$ cat config.mk
export PLATFORM = sky130hd
export DESIGN_NAME = weighted_moving_average_3ch
export DESIGN_NICKNAME = d
export VERILOG_FILES = /design/src/design/wma_pkg.sv /design/src/design/wma_lane.sv /design/src/design/wma_merge.sv /design/src/design/weighted_moving_average_3ch.sv
export SDC_FILE = /design/constraint.sdc
export NUM_CORES = 1
export LEC_CHECK = 0
export BUFFER_PORTS_ARGS = -buffer_cell sky130_fd_sc_hd__buf_2
export CAP_MARGIN = 20
export CELL_PAD_IN_SITES_DETAIL_PLACEMENT = 0
export CELL_PAD_IN_SITES_GLOBAL_PLACEMENT = 1
export CORE_MARGIN = 3
export CORE_UTILIZATION = 45
export CTS_CLUSTER_DIAMETER = 120
export DETAILED_ROUTE_END_ITERATION = 10
export HOLD_SLACK_MARGIN = 0.15
export PLACE_DENSITY_LB_ADDON = 0.12
export SYNTH_ARGS = -nofsm -noshare
export SYNTH_HDL_FRONTEND = slang
export SYNTH_SLANG_ARGS = --single-unit
$ cat constraint.sdc
create_clock -name clk -period 15.8 [get_ports clk]
set_input_delay 1.58 -clock clk [delete_from_list [all_inputs] [get_ports clk]]
set_output_delay 1.58 -clock clk [all_outputs]
set_load 0.02 [all_outputs]
$ cat src/design/wma_pkg.sv
// Shared constants and types for the three-channel weighted moving average.
`timescale 1ns / 1ps
`default_nettype none

package wma_pkg;

    localparam int WINDOW       = 8;
    localparam int CHANNELS     = 3;
    localparam int NUM_FIELDS   = 3;
    localparam int SAMPLE_W     = 10;
    localparam int AVG_W        = 8;
    localparam int SAMPLE_SHIFT = SAMPLE_W - AVG_W;
    localparam int AVG_MAX      = (2 ** AVG_W) - 1;

    // Divisor for the weighted sum: 1 + 2 + ... + WINDOW.
    localparam int NORM      = WINDOW * (WINDOW + 1) / 2;
    localparam int TOTAL_W   = $clog2(AVG_MAX * WINDOW + 1);
    localparam int WSUM_W    = $clog2(AVG_MAX * NORM + 1);
    // Reciprocal of NORM scaled by 2^WSUM_W; truncation leaves q low by at most one.
    localparam int RECIP     = (2 ** WSUM_W) / NORM;
    localparam int RECIP_W   = $clog2(RECIP + 1);
    localparam int PROD_W    = WSUM_W + RECIP_W;
    localparam int FILL_W    = $clog2(WINDOW + 1);

    typedef struct packed {
        logic [SAMPLE_W-1:0] sample_left;
        logic [SAMPLE_W-1:0] sample_center;
        logic [SAMPLE_W-1:0] sample_right;
    } sample_in_t;

    typedef struct packed {
        logic [AVG_W-1:0] avg_left;
        logic [AVG_W-1:0] avg_center;
        logic [AVG_W-1:0] avg_right;
    } avg_out_t;

    // Per-lane control from the pipeline controller.
    typedef struct packed {
        logic load;   // transfer accepted: shift in sample, update sums
        logic full;   // window full: oldest sample leaves the plain sum
        logic adv2;   // divide stage takes the current weighted sum
    } lane_ctrl_t;

endpackage : wma_pkg

`default_nettype wire

$ cat src/design/wma_lane.sv
// One channel lane: sample window, running sums and constant divider.
`timescale 1ns / 1ps
`default_nettype none

module wma_lane
    import wma_pkg::*;
(
    input  wire logic             clk,
    input  wire logic             rst_n,
    input  wire lane_ctrl_t       ctrl,
    input  wire logic [AVG_W-1:0] x_new,
    output logic      [AVG_W-1:0] quot
);

    logic [AVG_W-1:0]   line_reg [WINDOW];
    logic [AVG_W-1:0]   x_old;
    logic [TOTAL_W-1:0] total_reg;
    logic [TOTAL_W-1:0] total_next;
    logic [WSUM_W-1:0]  wsum_reg;
    logic [WSUM_W-1:0]  wsum_next;
    logic [PROD_W-1:0]  prod;
    logic [AVG_W-1:0]   q0_next;
    logic [AVG_W-1:0]   q0_reg;
    logic [WSUM_W-1:0]  w2_reg;
    logic [WSUM_W-1:0]  rem;

    // Shift line; last tap is the sample that leaves the window.
    always_ff @(posedge clk)
    begin
        if (ctrl.load)
        begin
            line_reg[0] <= x_new;
            for (int i = 1; i < WINDOW; i++)
            begin
                line_reg[i] <= line_reg[i-1];
            end
        end
    end

    assign x_old = ctrl.full ? line_reg[WINDOW-1] : '0;

    // Every held sample drops one weight unit; new one enters at WINDOW.
    assign total_next = total_reg - TOTAL_W'(x_old) + TOTAL_W'(x_new);
    assign wsum_next  = wsum_reg - WSUM_W'(total_reg)
                        + WSUM_W'(x_new) * WSUM_W'(WINDOW);

    always_ff @(posedge clk or negedge rst_n)
    begin
        if (!rst_n)
        begin
            total_reg <= '0;
            wsum_reg  <= '0;
        end
        else if (ctrl.load)
        begin
            total_reg <= total_next;
            wsum_reg  <= wsum_next;
        end
    end

    // Divide stage: reciprocal estimate, low by at most one.
    assign prod    = PROD_W'(wsum_reg) * PROD_W'(RECIP);
    assign q0_next = prod[WSUM_W +: AVG_W];

    always_ff @(posedge clk)
    begin
        if (ctrl.adv2)
        begin
            q0_reg <= q0_next;
            w2_reg <= wsum_reg;
        end
    end

    // Correction: remainder below 2*NORM, one compare fixes the quotient.
    assign rem  = w2_reg - WSUM_W'(q0_reg) * WSUM_W'(NORM);
    assign quot = q0_reg + AVG_W'(rem >= WSUM_W'(NORM));

endmodule : wma_lane

`default_nettype wire

$ cat src/design/wma_merge.sv
// Output stage: gathers lane quotients into the result register.
`timescale 1ns / 1ps
`default_nettype none

module wma_merge
    import wma_pkg::*;
(
    input  wire logic                             clk,
    input  wire logic                             rst_n,
    input  wire logic                             lane_valid,
    input  wire logic [CHANNELS-1:0][AVG_W-1:0]   quot,
    input  wire logic                             avg_stall,
    output logic                                  avg_valid,
    output avg_out_t                              avg,
    output logic                                  adv
);

    logic [NUM_FIELDS-1:0][AVG_W-1:0] field;
    avg_out_t                         avg_next;
    avg_out_t                         avg_reg;
    logic                             valid_reg;

    // Fields without a lane read zero.
    for (genvar c = 0; c < NUM_FIELDS; c++)
    begin : g_field
        if (c < CHANNELS)
        begin : g_live
            assign field[c] = quot[c];
        end
        else
        begin : g_none
            assign field[c] = '0;
        end
    end

    assign avg_next.avg_left   = field[0];
    assign avg_next.avg_center = field[1];
    assign avg_next.avg_right  = field[2];

    assign adv = !valid_reg || !avg_stall;

    always_ff @(posedge clk or negedge rst_n)
    begin
        if (!rst_n)
        begin
            valid_reg <= 1'b0;
        end
        else if (adv)
        begin
            valid_reg <= lane_valid;
        end
    end

    always_ff @(posedge clk)
    begin
        if (adv)
        begin
            avg_reg <= avg_next;
        end
    end

    assign avg_valid = valid_reg;
    assign avg       = avg_reg;

endmodule : wma_merge

`default_nettype wire

$ cat src/design/weighted_moving_average_3ch.sv
// Top level of the three-channel linearly weighted moving average.
//
// Input channel (sample_valid / sample_stall / sample): one transfer carries a
// 10-bit reading for the left, center and right sensor. The two low bits are
// dropped and the 8-bit value enters a WINDOW-deep window per channel.
// Output channel (avg_valid / avg_stall / avg): one 8-bit weighted average per
// channel, newest sample weighted WINDOW, oldest weighted 1, divided by
// WINDOW*(WINDOW+1)/2 and rounded down.
// The first WINDOW-1 transfers only fill the window and give no result; from
// the WINDOW-th on, every input transfer gives exactly one result.
// Pipeline: a result passes from its input transfer through the sum update,
// the reciprocal multiply and the correction into the output register.
// Throughput: one transfer per cycle while sample_stall is low; the lanes run
// side by side, one per channel.
// Reset empties the window, clears the sums and drops any result in flight.
// When avg_stall holds, the output register keeps its result; the pipeline
// stages behind it fill, and sample_stall rises only once every stage holds
// an item or a pending result.
`timescale 1ns / 1ps
`default_nettype none

module weighted_moving_average_3ch
    import wma_pkg::*;
(
    input  wire logic       clk,
    input  wire logic       rst_n,
    input  wire logic       sample_valid,
    output logic            sample_stall,
    input  wire sample_in_t sample,
    output logic            avg_valid,
    input  wire logic       avg_stall,
    output avg_out_t        avg
);

    logic [NUM_FIELDS-1:0][SAMPLE_W-1:0] raw;
    logic [CHANNELS-1:0][AVG_W-1:0]      quot;
    logic [FILL_W-1:0]                   fill_reg;
    logic [FILL_W-1:0]                   fill_next;
    logic                                v1_reg;
    logic                                v2_reg;
    logic                                adv1;
    logic                                adv2;
    logic                                adv3;
    logic                                accept;
    logic                                result_due;
    lane_ctrl_t                          lane_ctrl;

    assign raw[0] = sample.sample_left;
    assign raw[1] = sample.sample_center;
    assign raw[2] = sample.sample_right;

    // Stall chain: a stage moves when it is empty or the next one moves.
    assign adv2         = !v2_reg || adv3;
    assign adv1         = !v1_reg || adv2;
    assign sample_stall = !adv1;
    assign accept       = sample_valid && adv1;

    // Result due once this transfer completes the window.
    assign result_due = (fill_reg >= FILL_W'(WINDOW - 1));
    assign fill_next  = (accept && (fill_reg < FILL_W'(WINDOW))) ? fill_reg + 1'b1
                                                                 : fill_reg;

    always_ff @(posedge clk or negedge rst_n)
    begin
        if (!rst_n)
        begin
            fill_reg <= '0;
            v1_reg   <= 1'b0;
            v2_reg   <= 1'b0;
        end
        else
        begin
            fill_reg <= fill_next;
            if (adv1)
            begin
                v1_reg <= accept && result_due;
            end
            if (adv2)
            begin
                v2_reg <= v1_reg;
            end
        end
    end

    // Stage 1 data is each lane's weighted-sum register itself: it changes
    // only on a new transfer, which happens only as stage 1 moves on.
    assign lane_ctrl.load = accept;
    assign lane_ctrl.full = (fill_reg == FILL_W'(WINDOW));
    assign lane_ctrl.adv2 = adv2;

    for (genvar c = 0; c < CHANNELS; c++)
    begin : g_lane
        logic [AVG_W-1:0] x_new;

        // Channels past the three sensor fields are fed zero.
        if (c < NUM_FIELDS)
        begin : g_fed
            assign x_new = raw[c][SAMPLE_W-1:SAMPLE_SHIFT];
        end
        else
        begin : g_idle
            assign x_new = '0;
        end

        wma_lane u_lane (
            .clk   (clk),
            .rst_n (rst_n),
            .ctrl  (lane_ctrl),
            .x_new (x_new),
            .quot  (quot[c])
        );
    end

    wma_merge u_merge (
        .clk        (clk),
        .rst_n      (rst_n),
        .lane_valid (v2_reg),
        .quot       (quot),
        .avg_stall  (avg_stall),
        .avg_valid  (avg_valid),
        .avg        (avg),
        .adv        (adv3)
    );

endmodule : weighted_moving_average_3ch

`default_nettype wire

==> impl_metrics.json <==
{
  "yosysWarnings": 0,
  "synthCells": 2039,
  "post-cts-setup-buffer-count": 0,
  "yosys-mux-area-fraction": 0.00306,
  "tritoncts": "built",
  "whs_ps": 401,
  "grt.overflow.total": 0,
  "rsz0062_at_grt": "no",
  "setup_viol": 0,
  "coreArea_um2": 51700,
  "nFillCells": 4614,
  "clock_latency_ps": 580,
  "yosysUniqueCellTypes": 63,
  "vias": 14501,
  "gp_congestion": 0.833,
  "endpoint_kind": "flip-flop",
  "skew_ps": 36.1,
  "hpwl_um": 33200,
  "max_slew_margin": 0.356,
  "async_flop_share": 0.229,
  "initialDrtViolationCount": 739,
  "synth_xor_area_frac": 0.0477,
  "drv_cap": 0,
  "netlist_area_um2": 23700,
  "synth_edf_count": 276,
  "min_period_over_period": 0.340,
  "cts_sinks": 358,
  "cpMaxStageDelayCell": "edfxtp_1",
  "place_inst": 2756,
  "cts_hold_buf": 0,
  "fin_cells": 2836,
  "die_w_um": 235,
  "cp.arrival_ps": 5670,
  "start_util": 0.458,
  "synth_top_family_by_area": "adder cells",
  "tns_ps": 0,
  "routed_wl_um": 43900,
  "ant_nets": 0,
  "syn-num-nets": 2513,
  "final_nets": 2595,
  "grt_pass1_vias": 14614,
  "grt_usage": 0.161,
  "path_cells": "ha_1 -> ha_1 -> fa_1 -> a21oi_1 -> nor2_1 -> nor2_1 -> nor2b_1 -> o21ai_0 -> xor2_1 -> ha_1 -> nor2b_1 -> a32o_1 -> or4_1 -> a31oi_1 -> o2111ai_1 -> a2111oi_2 -> o2111ai_1 -> ha_1 -> ha_1 -> and3_1 -> nand3_1 -> xnor2_1",
  "placement.io_buffers": 53,
  "synth-main-ff-cell": "edfxtp_1",
  "routed_via_density": 5.11,
  "worst_pin_slew_ps": 967,
  "grt_pass1_wl_um": 73100,
  "largest_reg_flops": 192,
  "clockRootBuffer": "clkbuf_16",
  "drv_slew": 0,
  "synthAdderAreaFrac": 0.279,
  "clock_path_buffers": 3,
  "clk_pin_slew_worst_paths_ps": 60,
  "synth_compound_area_frac": 0.0938,
  "boundaryPins": 60,
  "max_stage_delay_ps": 530,
  "hp-class": "reg2reg",
  "cp-start-kind": "flip-flop",
  "post-route-min-period_ps": 5370,
  "cpMostUsedCell": "ha_1",
  "cts.repair.resized": 0,
  "layout-drive-gt1-share": 0.0710,
  "cp.required_ps": 16100,
  "dr.pass1.iters": 7,
  "grt_max_degree": 141,
  "cts-buffers-inserted": 42,
  "die_h_um": 235,
  "critPathMaxFanout": 6,
  "critPathTopFamily": "adder cells",
  "fmax_mhz": 186,
  "dieArea_um2": 55400,
  "syn_avg_cell_area_um2": 11.6,
  "antenna_found_initial": 2,
  "status": "finished, final reports clean",
  "ys_seq_area_frac": 0.436,
  "synth_seq_cells": 358,
  "wl_per_cell_um": 15.5,
  "yosys.area_share.simple": 0.0789,
  "synthToLayoutAreaGrowth_pct": 10.9,
  "setup.worst_path.class": "reg2reg",
  "hold_violations": 0,
  "drc": 0,
  "std_cell_rows": 83,
  "critPathBufInv": 0,
  "htree_levels": 2
}
==> cell usage in the layout, fill, tap and decap left out, drive strengths merged, types with 9 or more instances in the layout <==
| cell type | netlist | layout |
|---|---|---|
| inv | 366 | 370 |
| ha | 293 | 293 |
| edfxtp | 276 | 276 |
| fa | 147 | 147 |
| nand2 | 110 | 110 |
| o21ai | 95 | 95 |
| a21oi | 92 | 92 |
| dfrtp | 82 | 82 |
| xnor2 | 66 | 66 |
| nor2 | 65 | 65 |
| xor2 | 63 | 63 |
| buf | 6 | 59 |
| clkbuf | 15 | 51 |
| a21o | 40 | 40 |
| nand3 | 29 | 29 |
| and2 | 28 | 28 |
| nor3 | 23 | 23 |
| o21a | 18 | 18 |
| nand4 | 18 | 18 |
| nor2b | 18 | 18 |
| a31oi | 17 | 17 |
| o21bai | 14 | 14 |
| clkinv | 0 | 11 |
| nor3b | 9 | 9 |
| nand3b | 9 | 9 |
| and3 | 9 | 9 |
| clkinvlp | 0 | 9 |
==> synth_stat cells, drive strengths merged, types with 28 or more instances <==
cell | number | area share
a21o | 40 | 0.013
a21oi | 92 | 0.019
and2 | 28 | 0.0074
dfrtp | 82 | 0.087
edfxtp | 276 | 0.35
fa | 147 | 0.12
ha | 293 | 0.15
inv | 366 | 0.058
nand2 | 110 | 0.017
nand3 | 29 | 0.0061
nor2 | 65 | 0.010
o21ai | 95 | 0.020
xnor2 | 66 | 0.024
xor2 | 63 | 0.023
==> logic make-up (layout without fill, tap and decap cells) <==
family	after synthesis	count (layout)
xor gates and xnor gates	129	129
DFF	358	358
and+or+nand+nor	367	367
other	0	1
muxes	7	7
buffers and inverters	387	503
adders and majority gates	440	440
AOI/OAI and AO/OA	351	351
==> through the flow <==
step / setup slack [ps] / utilization / instance area, µm²
2_1_floorplan: 7630 / - / 23700
3_3_place_gp: 10390 / 0.480 / 24800
3_5_place_dp: 10380 / 0.480 / 24800
4_1_cts: 10380 / 0.508 / 26300
5_1_grt: 10110 / 0.508 / 26300
6_report: 10430 / 0.508 / 26300
==> routing by layer <==
metal	share of wire	track usage
met2	0.47	0.264
met3	0.033	0.0278
met4	0.026	0.0461
met5	0	0
met1	0.48	0.220
==> area by class of cell <==
cell class	instances	area, µm²	share of cell area
well taps	680	851	0.0324
multi-input cells	1294	11900	0.454
clock inverters	27	313	0.0119
inverters	366	1380	0.0526
repair buffers	59	333	0.0127
flip-flops and latches	358	10300	0.393
diodes	1	2.50	0.0000952
clock buffers	51	1140	0.0432
==> final timing paths <==
check / from / endpoint / slack, ps / cells after the start
min in group asynchronous: rst_n / fill_reg[2] / 1000 / 1
hold / removal: g_lane[1].u_lane.line_reg[1][19] / g_lane[1].u_lane.line_reg[1][27] / 400 / 0
hold reg to reg: g_lane[1].u_lane.line_reg[1][19] / g_lane[1].u_lane.line_reg[1][27] / 400 / 0
setup reg to reg: g_lane[1].u_lane.q0_reg[1] / u_merge.avg[14] / 10430 / 22
setup / recovery: g_lane[1].u_lane.q0_reg[1] / u_merge.avg[14] / 10430 / 22
max in group asynchronous: rst_n / g_lane[0].u_lane.wsum_reg[10] / 13770 / 2
Power is left out: the tool's default activity adds up to more than one toggle a clock period on the data nets, which glitch-free logic cannot reach.
